## src/design/i2cts_pkg.sv

```systemverilog
// ---------------------------------------------------------------------------
// I2C transaction sequencer package
// Shared codes, widths and the result group type used by all modules.
// ---------------------------------------------------------------------------
package i2cts_pkg;

  // Input operation codes.
  localparam logic [1:0] OpBegin = 2'd0;
  localparam logic [1:0] OpHost  = 2'd1;
  localparam logic [1:0] OpResp  = 2'd2;

  // Transaction modes.
  localparam logic [1:0] ModeRawWrite = 2'd0;
  localparam logic [1:0] ModeRawRead  = 2'd1;
  localparam logic [1:0] ModeRegWrite = 2'd2;
  localparam logic [1:0] ModeRegRead  = 2'd3;

  // Result kinds.
  localparam logic [2:0] KindStart   = 3'd0;
  localparam logic [2:0] KindRestart = 3'd1;
  localparam logic [2:0] KindStop    = 3'd2;
  localparam logic [2:0] KindSend    = 3'd3;
  localparam logic [2:0] KindRxAck   = 3'd4;
  localparam logic [2:0] KindRxNack  = 3'd5;
  localparam logic [2:0] KindData    = 3'd6;
  localparam logic [2:0] KindDone    = 3'd7;

  // Done status codes.
  localparam logic [1:0] StatusOk       = 2'd0;
  localparam logic [1:0] StatusAddrNack = 2'd1;
  localparam logic [1:0] StatusByteNack = 2'd2;

  // Most results one input beat can cause.
  localparam int unsigned MaxResults = 3;

  // Default number of result groups held between front and back.
  localparam int unsigned QueueDepthDefault = 2;

  typedef struct packed {
    logic [2:0] kind;
    logic [7:0] byte_value;
    logic [1:0] status;
  } result_t;

  // All results caused by one accepted input beat.
  typedef struct packed {
    logic [1:0]                    count;
    result_t [MaxResults-1:0]      res;
  } group_t;

endpackage

```

## src/design/i2cts_if.sv

```systemverilog
// ---------------------------------------------------------------------------
// I2C transaction sequencer channel interfaces
// Valid/ready channels for the input beats and for the result beats.
// ---------------------------------------------------------------------------
interface i2cts_in_if;
  logic       valid;
  logic       ready;
  logic [1:0] op;
  logic [1:0] mode;
  logic [6:0] slave_address;
  logic [7:0] reg_count;
  logic [7:0] data_count;
  logic [7:0] tx_byte;
  logic       ack_received;
  logic [7:0] rx_byte;

  modport source (
    output valid, op, mode, slave_address, reg_count, data_count, tx_byte,
           ack_received, rx_byte,
    input  ready
  );
  modport sink (
    input  valid, op, mode, slave_address, reg_count, data_count, tx_byte,
           ack_received, rx_byte,
    output ready
  );
endinterface

interface i2cts_out_if;
  logic       valid;
  logic       ready;
  logic [2:0] kind;
  logic [7:0] byte_value;
  logic [1:0] status;
  logic       last;

  modport source (output valid, kind, byte_value, status, last, input ready);
  modport sink   (input valid, kind, byte_value, status, last, output ready);
endinterface

```

## src/design/i2cts_front.sv

```systemverilog
// ---------------------------------------------------------------------------
// I2C transaction sequencer front end
// Accepts input beats, runs the transaction state and builds result groups.
// ---------------------------------------------------------------------------
module i2cts_front (
  input  logic              clk_i,
  input  logic              rst_ni,
  i2cts_in_if.sink          in_i,
  input  logic              q_full_i,
  output logic              push_o,
  output i2cts_pkg::group_t grp_o
);

  localparam logic [3:0] PhIdle     = 4'd0;
  localparam logic [3:0] PhAddrAck  = 4'd1;
  localparam logic [3:0] PhWantReg  = 4'd2;
  localparam logic [3:0] PhRegAck   = 4'd3;
  localparam logic [3:0] PhAddr2Ack = 4'd4;
  localparam logic [3:0] PhWantData = 4'd5;
  localparam logic [3:0] PhDataAck  = 4'd6;
  localparam logic [3:0] PhRx       = 4'd7;

  logic [3:0] phase_q, phase_d;
  logic [1:0] mode_q, mode_d;
  logic [7:0] addr_q, addr_d;
  logic [7:0] regs_q, regs_d;
  logic [7:0] data_q, data_d;
  logic       accept;

  assign in_i.ready = ~q_full_i;
  assign accept     = in_i.valid & in_i.ready;

  always_comb begin
    logic [1:0] n;
    logic       go_after_regs;
    logic       go_data;
    logic       go_stop;
    logic       go_finish;
    logic [1:0] fin_status;

    n             = 2'd0;
    go_after_regs = 1'b0;
    go_data       = 1'b0;
    go_stop       = 1'b0;
    go_finish     = 1'b0;
    fin_status    = i2cts_pkg::StatusOk;
    grp_o         = '0;
    phase_d       = phase_q;
    mode_d        = mode_q;
    addr_d        = addr_q;
    regs_d        = regs_q;
    data_d        = data_q;

    case (in_i.op)
      i2cts_pkg::OpBegin: begin
        if (phase_q == PhIdle) begin
          mode_d = in_i.mode;
          addr_d = {in_i.slave_address, (in_i.mode == i2cts_pkg::ModeRawRead)};
          regs_d = in_i.mode[1] ? in_i.reg_count : 8'd0;
          data_d = in_i.data_count;
          grp_o.res[n] = '{i2cts_pkg::KindStart, 8'd0, i2cts_pkg::StatusOk};
          n = n + 2'd1;
          grp_o.res[n] = '{i2cts_pkg::KindSend, addr_d, i2cts_pkg::StatusOk};
          n = n + 2'd1;
          phase_d = PhAddrAck;
        end
      end
      i2cts_pkg::OpHost: begin
        if (phase_q == PhWantReg || phase_q == PhWantData) begin
          grp_o.res[n] = '{i2cts_pkg::KindSend, in_i.tx_byte, i2cts_pkg::StatusOk};
          n = n + 2'd1;
          phase_d = (phase_q == PhWantReg) ? PhRegAck : PhDataAck;
        end
      end
      i2cts_pkg::OpResp: begin
        case (phase_q)
          PhAddrAck: begin
            if (!in_i.ack_received) begin
              go_finish  = 1'b1;
              fin_status = i2cts_pkg::StatusAddrNack;
            end else if (mode_q[1]) begin
              if (regs_q != 8'd0) phase_d = PhWantReg;
              else                go_after_regs = 1'b1;
            end else begin
              go_data = 1'b1;
            end
          end
          PhRegAck: begin
            if (!in_i.ack_received) begin
              go_finish  = 1'b1;
              fin_status = i2cts_pkg::StatusByteNack;
            end else begin
              regs_d = regs_q - 8'd1;
              if (regs_d != 8'd0) phase_d = PhWantReg;
              else                go_after_regs = 1'b1;
            end
          end
          PhAddr2Ack: begin
            if (!in_i.ack_received) begin
              go_finish  = 1'b1;
              fin_status = i2cts_pkg::StatusAddrNack;
            end else begin
              go_data = 1'b1;
            end
          end
          PhDataAck: begin
            if (!in_i.ack_received) begin
              go_finish  = 1'b1;
              fin_status = i2cts_pkg::StatusByteNack;
            end else begin
              data_d = data_q - 8'd1;
              if (data_d != 8'd0) phase_d = PhWantData;
              else                go_stop = 1'b1;
            end
          end
          PhRx: begin
            grp_o.res[n] = '{i2cts_pkg::KindData, in_i.rx_byte, i2cts_pkg::StatusOk};
            n = n + 2'd1;
            data_d = data_q - 8'd1;
            if (data_d != 8'd0) begin
              grp_o.res[n] = '{(data_d == 8'd1) ? i2cts_pkg::KindRxNack
                                                : i2cts_pkg::KindRxAck,
                               8'd0, i2cts_pkg::StatusOk};
              n = n + 2'd1;
              phase_d = PhRx;
            end else begin
              go_stop = 1'b1;
            end
          end
          default: begin
          end
        endcase
      end
      default: begin
      end
    endcase

    // Register read turns the bus around once the register bytes are out.
    if (go_after_regs) begin
      if (mode_q == i2cts_pkg::ModeRegRead) begin
        grp_o.res[n] = '{i2cts_pkg::KindRestart, 8'd0, i2cts_pkg::StatusOk};
        n = n + 2'd1;
        grp_o.res[n] = '{i2cts_pkg::KindSend, addr_q | 8'd1, i2cts_pkg::StatusOk};
        n = n + 2'd1;
        phase_d = PhAddr2Ack;
      end else begin
        go_data = 1'b1;
      end
    end

    if (go_data) begin
      if (data_d == 8'd0) begin
        go_stop = 1'b1;
      end else if (mode_q == i2cts_pkg::ModeRawWrite ||
                   mode_q == i2cts_pkg::ModeRegWrite) begin
        phase_d = PhWantData;
      end else begin
        grp_o.res[n] = '{(data_d == 8'd1) ? i2cts_pkg::KindRxNack
                                          : i2cts_pkg::KindRxAck,
                         8'd0, i2cts_pkg::StatusOk};
        n = n + 2'd1;
        phase_d = PhRx;
      end
    end

    if (go_stop) begin
      grp_o.res[n] = '{i2cts_pkg::KindStop, 8'd0, i2cts_pkg::StatusOk};
      n = n + 2'd1;
      go_finish  = 1'b1;
      fin_status = i2cts_pkg::StatusOk;
    end

    if (go_finish) begin
      grp_o.res[n] = '{i2cts_pkg::KindDone, 8'd0, fin_status};
      n = n + 2'd1;
      phase_d = PhIdle;
    end

    grp_o.count = n;
  end

  assign push_o = accept & (grp_o.count != 2'd0);

  always_ff @(posedge clk_i or negedge rst_ni) begin
    if (!rst_ni) begin
      phase_q <= PhIdle;
      mode_q  <= '0;
      addr_q  <= '0;
      regs_q  <= '0;
      data_q  <= '0;
    end else if (accept) begin
      phase_q <= phase_d;
      mode_q  <= mode_d;
      addr_q  <= addr_d;
      regs_q  <= regs_d;
      data_q  <= data_d;
    end
  end

endmodule

```

## src/design/i2cts_queue.sv

```systemverilog
// ---------------------------------------------------------------------------
// I2C transaction sequencer group queue
// Small circular buffer of result groups between the front and back end.
// ---------------------------------------------------------------------------
module i2cts_queue #(
  parameter int unsigned Depth = i2cts_pkg::QueueDepthDefault
) (
  input  logic              clk_i,
  input  logic              rst_ni,
  input  logic              push_i,
  input  i2cts_pkg::group_t data_i,
  input  logic              pop_i,
  output logic              full_o,
  output logic              empty_o,
  output i2cts_pkg::group_t head_o
);

  localparam int unsigned PtrW = (Depth > 1) ? $clog2(Depth) : 1;
  localparam int unsigned CntW = $clog2(Depth + 1);

  i2cts_pkg::group_t mem_q [Depth];
  logic [PtrW-1:0]   wr_ptr_q, rd_ptr_q;
  logic [CntW-1:0]   count_q;
  logic              do_push, do_pop;

  assign full_o  = (count_q == CntW'(Depth));
  assign empty_o = (count_q == '0);
  assign head_o  = mem_q[rd_ptr_q];
  assign do_push = push_i & ~full_o;
  assign do_pop  = pop_i & ~empty_o;

  always_ff @(posedge clk_i) begin
    if (do_push) begin
      mem_q[wr_ptr_q] <= data_i;
    end
  end

  always_ff @(posedge clk_i or negedge rst_ni) begin
    if (!rst_ni) begin
      wr_ptr_q <= '0;
      rd_ptr_q <= '0;
      count_q  <= '0;
    end else begin
      if (do_push) begin
        wr_ptr_q <= (wr_ptr_q == PtrW'(Depth - 1)) ? '0 : wr_ptr_q + 1'b1;
      end
      if (do_pop) begin
        rd_ptr_q <= (rd_ptr_q == PtrW'(Depth - 1)) ? '0 : rd_ptr_q + 1'b1;
      end
      if (do_push && !do_pop) begin
        count_q <= count_q + 1'b1;
      end else if (do_pop && !do_push) begin
        count_q <= count_q - 1'b1;
      end
    end
  end

endmodule

```

## src/design/i2cts_back.sv

```systemverilog
// ---------------------------------------------------------------------------
// I2C transaction sequencer back end
// Streams head group results, one beat per cycle while out_o.ready is high.
// ---------------------------------------------------------------------------
module i2cts_back (
  input  logic              clk_i,
  input  logic              rst_ni,
  input  logic              empty_i,
  input  i2cts_pkg::group_t head_i,
  output logic              pop_o,
  i2cts_out_if.source       out_o
);

  logic [1:0] idx_q;
  logic       is_last;
  logic       beat;

  assign is_last = (idx_q == head_i.count - 2'd1);
  assign beat    = out_o.valid & out_o.ready;
  assign pop_o   = beat & is_last;

  assign out_o.valid      = ~empty_i;
  assign out_o.kind       = head_i.res[idx_q].kind;
  assign out_o.byte_value = head_i.res[idx_q].byte_value;
  assign out_o.status     = head_i.res[idx_q].status;
  assign out_o.last       = is_last;

  always_ff @(posedge clk_i or negedge rst_ni) begin
    if (!rst_ni) begin
      idx_q <= '0;
    end else if (beat) begin
      idx_q <= is_last ? 2'd0 : idx_q + 2'd1;
    end
  end

endmodule

```

## src/design/i2c_transaction_sequencer.sv

```systemverilog
// ---------------------------------------------------------------------------
// I2C transaction sequencer
// Sequences one I2C master transaction (raw or register read/write) over a
// byte-level bus engine, emitting bus commands, read data and a final status.
// ---------------------------------------------------------------------------
//
//   Channel  Direction  Handshake      Payload
//   in_i     input      valid/ready    op, mode, slave_address, reg_count,
//                                      data_count, tx_byte, ack_received,
//                                      rx_byte
//   out_o    output     valid/ready    kind, byte_value, status, last
//
// The front end takes one input beat per cycle whenever the group queue has
// room, so a new beat can be accepted in the very next cycle. Each accepted
// beat that causes results pushes one group of one to three results; the
// back end sends one beat per cycle while out_o.ready is high, the first
// going out once its group heads the queue. Throughput is thus bounded by the
// output side at one result beat per cycle. A stalled output fills the
// queue (QueueDepth groups), after which in_i.ready drops. Reset clears the
// transaction state to idle and empties the queue; no clearing pass is needed.
// ---------------------------------------------------------------------------
module i2c_transaction_sequencer #(
  parameter int unsigned QueueDepth = i2cts_pkg::QueueDepthDefault
) (
  input  logic       clk_i,
  input  logic       rst_ni,
  i2cts_in_if.sink   in_i,
  i2cts_out_if.source out_o
);

  // Front end: owns the transaction state and forms a result group per beat.
  logic              push;
  logic              q_full;
  logic              q_empty;
  logic              pop;
  i2cts_pkg::group_t grp;
  i2cts_pkg::group_t head;

  i2cts_front u_front (
    .clk_i    (clk_i),
    .rst_ni   (rst_ni),
    .in_i     (in_i),
    .q_full_i (q_full),
    .push_o   (push),
    .grp_o    (grp)
  );

  // The queue lets the front keep accepting while results wait downstream.
  i2cts_queue #(
    .Depth (QueueDepth)
  ) u_queue (
    .clk_i   (clk_i),
    .rst_ni  (rst_ni),
    .push_i  (push),
    .data_i  (grp),
    .pop_i   (pop),
    .full_o  (q_full),
    .empty_o (q_empty),
    .head_o  (head)
  );

  // Back end: serializes the head group onto the result channel.
  i2cts_back u_back (
    .clk_i   (clk_i),
    .rst_ni  (rst_ni),
    .empty_i (q_empty),
    .head_i  (head),
    .pop_o   (pop),
    .out_o   (out_o)
  );

  // A done beat always closes the group of the input beat that caused it.
  assert property (@(posedge clk_i) disable iff (!rst_ni)
    (out_o.valid && out_o.kind == i2cts_pkg::KindDone) |-> out_o.last)
    else $error("done beat not marked last");

  // A start is always followed by the address send in the same group.
  assert property (@(posedge clk_i) disable iff (!rst_ni)
    (out_o.valid && out_o.kind == i2cts_pkg::KindStart) |-> !out_o.last)
    else $error("start beat marked last");

  // Input back-pressure only arises when results are waiting.
  assert property (@(posedge clk_i) disable iff (!rst_ni)
    !in_i.ready |-> out_o.valid)
    else $error("input stalled with nothing to send");

  // After a push, the output holds a valid beat in the next cycle.
  assert property (@(posedge clk_i) disable iff (!rst_ni)
    push |=> out_o.valid)
    else $error("pushed group not presented");

endmodule
```

## src/flat_wrapper.sv

```systemverilog
// flat-port wrapper written by rule: the top's interface ports become plain ports
module i2c_transaction_sequencer_flat 
#(
  parameter int unsigned QueueDepth = i2cts_pkg::QueueDepthDefault
)
  (clk_i, rst_ni, in_i_valid, in_i_op, in_i_mode, in_i_slave_address, in_i_reg_count, in_i_data_count, in_i_tx_byte, in_i_ack_received, in_i_rx_byte, in_i_ready, out_o_valid, out_o_kind, out_o_byte_value, out_o_status, out_o_last, out_o_ready);
  i2cts_in_if in_i_i ();
  i2cts_out_if out_o_i ();
  input  logic clk_i;
  input  logic rst_ni;
  input wire logic [$bits(in_i_i.valid)-1:0] in_i_valid;
  input wire logic [$bits(in_i_i.op)-1:0] in_i_op;
  input wire logic [$bits(in_i_i.mode)-1:0] in_i_mode;
  input wire logic [$bits(in_i_i.slave_address)-1:0] in_i_slave_address;
  input wire logic [$bits(in_i_i.reg_count)-1:0] in_i_reg_count;
  input wire logic [$bits(in_i_i.data_count)-1:0] in_i_data_count;
  input wire logic [$bits(in_i_i.tx_byte)-1:0] in_i_tx_byte;
  input wire logic [$bits(in_i_i.ack_received)-1:0] in_i_ack_received;
  input wire logic [$bits(in_i_i.rx_byte)-1:0] in_i_rx_byte;
  output wire logic [$bits(in_i_i.ready)-1:0] in_i_ready;
  output wire logic [$bits(out_o_i.valid)-1:0] out_o_valid;
  output wire logic [$bits(out_o_i.kind)-1:0] out_o_kind;
  output wire logic [$bits(out_o_i.byte_value)-1:0] out_o_byte_value;
  output wire logic [$bits(out_o_i.status)-1:0] out_o_status;
  output wire logic [$bits(out_o_i.last)-1:0] out_o_last;
  input wire logic [$bits(out_o_i.ready)-1:0] out_o_ready;
  assign in_i_i.valid = in_i_valid;
  assign in_i_i.op = in_i_op;
  assign in_i_i.mode = in_i_mode;
  assign in_i_i.slave_address = in_i_slave_address;
  assign in_i_i.reg_count = in_i_reg_count;
  assign in_i_i.data_count = in_i_data_count;
  assign in_i_i.tx_byte = in_i_tx_byte;
  assign in_i_i.ack_received = in_i_ack_received;
  assign in_i_i.rx_byte = in_i_rx_byte;
  assign in_i_ready = in_i_i.ready;
  assign out_o_valid = out_o_i.valid;
  assign out_o_kind = out_o_i.kind;
  assign out_o_byte_value = out_o_i.byte_value;
  assign out_o_status = out_o_i.status;
  assign out_o_last = out_o_i.last;
  assign out_o_i.ready = out_o_ready;
  i2c_transaction_sequencer #(.QueueDepth(QueueDepth)) u_core (.clk_i(clk_i), .rst_ni(rst_ni), .in_i(in_i_i), .out_o(out_o_i));
endmodule
```

## config.mk

```make
export PLATFORM = sky130hd
export DESIGN_NAME = i2c_transaction_sequencer_flat
export DESIGN_NICKNAME = d
export VERILOG_FILES = /design/src/design/i2cts_pkg.sv /design/src/design/i2cts_if.sv /design/src/design/i2cts_front.sv /design/src/design/i2cts_queue.sv /design/src/design/i2cts_back.sv /design/src/design/i2c_transaction_sequencer.sv /design/src/flat_wrapper.sv
export SDC_FILE = /design/constraint.sdc
export NUM_CORES = 1
export LEC_CHECK = 0
export ABC_AREA = 1
export BUFFER_PORTS_ARGS = -buffer_cell sky130_fd_sc_hd__buf_2
export CAP_MARGIN = 5
export CORE_ASPECT_RATIO = 2
export CORE_MARGIN = 2
export CORE_UTILIZATION = 40
export CTS_CLUSTER_DIAMETER = 100
export CTS_CLUSTER_SIZE = 10
export DETAILED_ROUTE_END_ITERATION = 8
export PLACE_DENSITY = 0.61
export REMOVE_ABC_BUFFERS = 1
export SLEW_MARGIN = 20
export SYNTH_ARGS = -nofsm -noshare
export SYNTH_HDL_FRONTEND = slang
export SYNTH_SLANG_ARGS = --single-unit
```

## constraint.sdc

```tcl
create_clock -name clk_i -period 17.2 [get_ports clk_i]
set_input_delay 4.3 -clock clk_i [delete_from_list [all_inputs] [get_ports clk_i]]
set_output_delay 4.3 -clock clk_i [all_outputs]
set_load 0.01 [all_outputs]
```

**Yosys cells after proc, flatten, opt, wreduce, memory -nomap -nowiden**

Memories as Yosys holds them, arrays and structs flattened.
Index checks and enable logic that the tools add are counted.

- Output and inout port bits: 16
- ROM bits: 0
- Memories kept: 1
- Word-level logic and storage cells: 200
- Register bits: 36
- Memory bits (writable): 82
- Bits in latches: 0

Memory list:

| memory | words | bits a word | read ports | clocked after memory_dff | wr ports | RTL line | source |
|---|---|---|---|---|---|---|---|
| u_core.u_queue.mem_q | 2 | 41 | 1 | 0 | 1 | i2cts_queue.sv:21 | `i2cts_pkg::group_t mem_q [Depth];` |

- $lt $le $gt $ge: 11
- Bitwise operators: 14
- Divide/modulo/power cells: 0
- Add/subtract/negate cells: 13
- Eq/ne operators: 19
- Shifts and indexed selects: 0
- Multiplexer cells: 106
- Reduce and logical (&&, ||, !) cells: 27
- $mul: 0

Operators by type and width:

| kind | number |
|---|---|
| 39-bit two-way mux | 7 |
| 13-bit demux with 2-bit select | 5 |
| 39-bit bitwise mux | 3 |
| 13-bit two-way mux | 7 |
| 36-bit inverter | 2 |
| 4-bit two-way mux | 15 |
| 8-bit two-way mux | 6 |
| 8-bit one-hot mux with 2 select lines | 3 |
| 13-bit one-hot mux with 3 select lines | 1 |
| 24-bit by 36-bit bitwise AND with 36-bit output | 1 |
| 36-bit bitwise AND | 1 |
| 2-bit two-way mux | 17 |
| 1-bit two-way mux | 29 |
| 13-bit binary-select mux with 2-bit select | 1 |
| 26-bit two-way mux | 1 |
| 13-bit one-hot mux with 2 select lines | 1 |
| 25-bit two-way mux | 1 |
| 8-bit nonzero test | 3 |
| 2-bit by 3-bit < comparator with 1-bit output (second input constant) | 6 |
| 4-bit by 3-bit == test with 1-bit output (second input constant) | 4 |
| 8-bit by 1-bit == test with 1-bit output (second input constant) | 2 |
| 4-bit one-hot mux with 4 select lines | 1 |
| 8-bit by 1-bit subtractor with 8-bit output (second input constant) | 2 |
| 2-bit by 1-bit adder with 2-bit output (second input constant) | 7 |
| other kinds (31) | 64 |

**Depth between registers and ports, before layout**

- Depth after elaboration: 24
- Mapped depth: 35
- Depth with buffers taken out: 35

**Modules after synthesis**

From an unflattened synthesis, not the netlist that was laid out.

- Cell total of the unflattened synthesis: 897
- Area, all modules: 7247.0 um^2

By module, submodules not included:

| module | times used | cells an instance | area an instance (um^2) |
|---|---|---|---|
| i2cts_front | 1 | 560 | 3505.9 |
| i2cts_queue | 1 | 246 | 3228.1 |
| i2cts_back | 1 | 91 | 513.0 |

**Worst setup path before layout**

Ideal clock, no wire load.

- Path kind: input to register
- Start: in in_i_op[0]
- End: mem u_core.u_queue.mem_q[1][0] (netlist bit) (enable)
- Path buffers: 1
- Cell stages on the path: 29
- Slack: 7.618 ns
- Arrival time: 9.143 ns
- Data required time: 16.761 ns
- Cells stage by stage: inv_1 ha_1 inv_2 nor2_1 buf_4 inv_1 a21oi_2 o21ai_2 inv_1 ha_1 inv_1 nor2_1 nor2_2 ha_1 inv_1 nand2_2 nand2_4 inv_1 ha_1 o21ai_1 inv_1 ha_1 inv_1 nand2_1 inv_1 nor2_4 nand3_2 nand2_2 nor2_1

- Cells in the longest elaborated chain, start to end: 19
- Elaborated cells between the ends (all ways): 32
- Those cells by class: add/sub: 5; eq/ne: 2; mux: 20; bitwise: 2; reduce/logical: 3

Ends and longest elaborated chain:

| item | RTL line | source |
|---|---|---|
| from (decl) | flat_wrapper.sv:12 | `input wire logic [$bits(in_i_i.op)-1:0] in_i_op;` |
| 2-bit == test, or another cell as far along | i2cts_front.sv:54 | `case (in_i.op)` |
| 2-bit one-hot mux with 3 select lines | i2cts_front.sv:54 |  |
| 2-bit by 1-bit adder with 2-bit output | i2cts_front.sv:142 | `n = n + 2'd1;` |
| 2-bit by 1-bit adder with 2-bit output | i2cts_front.sv:144 | `n = n + 2'd1;` |
| 2-bit two-way mux | i2cts_front.sv:140 | `if (mode_q == i2cts_pkg::ModeRegRead) begin` |
| 2-bit two-way mux | i2cts_front.sv:139 | `if (go_after_regs) begin` |
| 2-bit by 1-bit adder with 2-bit output | i2cts_front.sv:161 | `n = n + 2'd1;` |
| 2-bit two-way mux | i2cts_front.sv:154 | `end else if (mode_q == i2cts_pkg::ModeRawWrite \|\|` |
| (+3 left out) | -- |  |
| 2-bit two-way mux | i2cts_front.sv:166 | `if (go_stop) begin` |
| 2-bit by 1-bit adder with 2-bit output | i2cts_front.sv:175 | `n = n + 2'd1;` |
| 2-bit two-way mux (*) | i2cts_front.sv:173 | `if (go_finish) begin` |
| 2-bit nonzero test (*) | i2cts_front.sv:182 | `assign push_o = accept & (grp_o.count != 2'd0);` |
| 1-bit bitwise AND (*) | i2cts_front.sv:182 |  |
| 1-bit bitwise AND (*) | i2cts_queue.sv:29 | `assign do_push = push_i & ~full_o;` |
| 1-bit two-way mux (*) | i2cts_queue.sv:33 | `if (do_push) begin` |
| 1-bit two-way mux (implied by the code) (*) | i2cts_queue.sv:34 | `mem_q[wr_ptr_q] <= data_i;` |
| to (decl) | i2cts_queue.sv:21 |  |

Mark *: on every way between the ends. The rest lies on a longest branch, timed or not.

**Worst setup path after layout**

- Start: in in_i_op[0]
- End: mem u_core.u_queue.mem_q[1][5] (netlist bit) (enable)

Same word-level chain as after synthesis.

==> results.sh <==
export IMPL_outcome="complete, no violations"
export IMPL_wire_per_inst_um=15.6
export IMPL_vias_per_cell=5.31
export IMPL_critPathMaxFanout=41
export IMPL_rows=67
export IMPL_clock_fmax_ghz=0.106
export IMPL_path_clk_slew_ps=50
export IMPL_via_count=5726
export IMPL_critPathMaxStageDelay_ps=750
export IMPL_slew_viol_final=0
export IMPL_grt_overflow=0
export IMPL_critical_path_arrival_ps=9510
export IMPL_cts_buffers=17
export IMPL_finalSetupTns_ps=0
export IMPL_cts_buffer_depth=2
export IMPL_syn_to_final_growth_pct=16.6
export IMPL_firstDrtPassIters=5
export IMPL_yosys_warnings=0
export IMPL_hold_ws_ps=466
export IMPL_crit_slowest_cell="nor2_1"
export IMPL_r2r_start="u_core.u_front.phase_q[1]"
export IMPL_ioPinCount=64
export IMPL_gp_congestion=0.858
export IMPL_setup_viol=0
export IMPL_ys_seq_area_share_pct=49.5
export IMPL_fill_cells=1591
export IMPL_layout_nets=930
export IMPL_synth_edf_count=82
export IMPL_h_tree_depth=4
export IMPL_crit_end="u_core.u_queue.mem_q[1][5]"
export IMPL_hold_path_class="reg -> reg"
export IMPL_post_synth_num_cell_types=48
export IMPL_critPathLaunch="in_i_op[0]"
export IMPL_netlist_instances=794
export IMPL_post_cts_buffers=0
export IMPL_io_buffers=63
export IMPL_period_needed_ps=9480
export IMPL_slew_headroom_pct=35.0
export IMPL_ys_flop_type="edfxtp_1"
export IMPL_cap_violations=0
export IMPL_rrSetupSlack_ps=11550
export IMPL_die_w_um=95.8
export IMPL_crit_top_cell="inv_1"
export IMPL_r2r_end="u_core.u_queue.mem_q[1][5]"
export IMPL_ant_nets=0
export IMPL_synth_area_um2=6740
export IMPL_ys_seq_elements=117
export IMPL_final_core_util_pct=47.3
export IMPL_path_class="in -> reg"
export IMPL_hpwl_um=11700
export IMPL_die_h_um=188
export IMPL_total_power_mw=1.22
export IMPL_r2r_cells=29
export IMPL_routed_wl_um=16800
export IMPL_worst_ir_drop_vdd_uv=79.2
export IMPL_die_area_um2=18000
export IMPL_remaining_drc_errors=0
export IMPL_track_usage_pct=19.5
export IMPL_power_leakage_nw=3.43
export IMPL_hold_viol=0
export IMPL_cp_start_kind="input port"
export IMPL_crit_required_ps=17240
export IMPL_cts_resized=0
export IMPL_fin_skew_ps=9.41
export IMPL_drive_above_1_share_pct=16.0
export IMPL_fp_coreArea_um2=16600
export IMPL_dp_cells=1046
export IMPL_async_flop_share_pct=29.9
export IMPL_antenna_found_initial=0
export IMPL_avgSynthCellArea_um2=8.49
export IMPL_drtIter0Drc=285
export IMPL_antennaDiodeCount=0
export IMPL_cts_sinks=117
export IMPL_worst_pin_slew_ps=972
export IMPL_clk_latency_ps=410
export IMPL_end_kind="flop"
export IMPL_holdBufCountCts=0
export IMPL_root_buffer="clkbuf_16"
export IMPL_cts_tree="done"
export IMPL_p_per_area_nw_per_um2=156
export IMPL_rsz0062_at_grt="no"
export IMPL_start_util_pct=40.6
export IMPL_first_global_vias=5520
export IMPL_final_cells=1078
export IMPL_grt_first_pass_wirelength_um=26800
export IMPL_grt_max_degree=43
export IMPL_fin_crit_sh_pct=55.1
[flip-flops by register name, indices dropped and copies added (netlist names), 2 cells and up]
signal / cells
u_core.u_front.data_q: 8
u_core.u_queue.count_q: 2
u_core.u_front.regs_q: 8
u_core.u_queue.mem_q: 82
u_core.u_front.addr_q: 7
u_core.u_back.idx_q: 2
u_core.u_front.mode_q: 2
u_core.u_front.phase_q: 4
[per-stage QoR]
step	setup slack [ps]	cell area (um2)
final	7720	7860
after global routing	7140	7860
after CTS	7670	7860
after detailed placement	7270	7260
after global placement	7480	7260
after floorplan	7140	6630
[per-layer routing]
layer / GRT usage, % / part of all wire [%]
met5: 0 / 0
met4: 8.30 / 2.8
met3: 3.90 / 5.4
met2: 33.8 / 52
met1: 22.8 / 40
[kinds of logic (layout without fill, tap and decap cells)]
group                    count (synthesis)  count (layout)  share of synthesized area, %
multiplexers                             2               2                         0.297
buffers and inverters                  120             197                          6.94
XOR/XNOR                                 7               7                         0.910
adder cells (fa/ha/maj)                 24              24                          4.46
AND/OR/NAND/NOR                        376             376                          24.8
AO/OA/AOI/OAI                          148             148                          13.1
flip-flops                             117             117                          49.5
[Yosys cell counts, drive strengths merged (2+ instances only)]
cell type    n  area share [%]
edfxtp      82              37
clkinv       3            0.17
o21ai       77             5.8
xnor2        2            0.26
dfrtp       35              13
o21bai       2            0.39
xor2         5            0.65
inv         93             5.2
o32ai       13             1.7
nand3       49             4.4
nor3        12             1.1
nand2      177              10
a21oi       26             2.0
clkbuf      18             1.0
o211ai       5            0.56
o22ai        8            0.74
mux2i        2            0.30
o2111ai      2            0.26
nor4         2            0.19
a221oi       2            0.26
a211oi       2            0.22
a31oi        7            0.65
nand4       12             1.1
buf          6            0.59
nor2       121             7.4
ha          24             4.5
[how the worst min path moves through the flow]
stage | from | endpoint | cells after the start
global placement | u_core.u_queue.wr_ptr_q | u_core.u_queue.wr_ptr_q | 2
finish | u_core.u_queue.count_q[0] | u_core.u_queue.count_q[0] | 1
floorplan | u_core.u_queue.wr_ptr_q | u_core.u_queue.wr_ptr_q | 2
detailed placement | u_core.u_queue.wr_ptr_q | u_core.u_queue.wr_ptr_q | 2
global route | u_core.u_queue.count_q[0] | u_core.u_queue.count_q[0] | 1
CTS | u_core.u_queue.wr_ptr_q | u_core.u_queue.wr_ptr_q | 2
[placed cells by master, fill, tap and decap left out, types with 24 or more instances in the layout]
cell type	netlist	routed
nor2_1	111	110
o21ai_0	75	75
edfxtp_1	82	82
dfrtp_1	35	35
inv_1	86	86
a21oi_1	25	25
nand3_1	42	42
nand2_1	168	168
buf_2	2	63
ha_1	24	24
[final cells by class]
class,count,area [um2],share of cell area [%]
multi-input combinational,557,2940,37.4
timing repair buffer,69,360,4.59
inverter,96,360,4.59
tap,207,259,3.30
clock inverter,13,146,1.86
sequential,117,3340,42.5
clock buffer,19,453,5.76
[worst max-delay path, delay by kind of cell]
family,cells,cell delay (ps)
simple gates,10,1600
fa+ha+maj,5,1430
compound gates,3,490
buf+inv,12,1640
[report_power, final]
part	total, mW	internal [mW]	switching [mW]
clock network	0.354	0.222	0.132
registers	0.407	0.362	0.0455
logic	0.463	0.157	0.306
total	1.22	0.740	0.483
(Power assumes the default switching activity.)
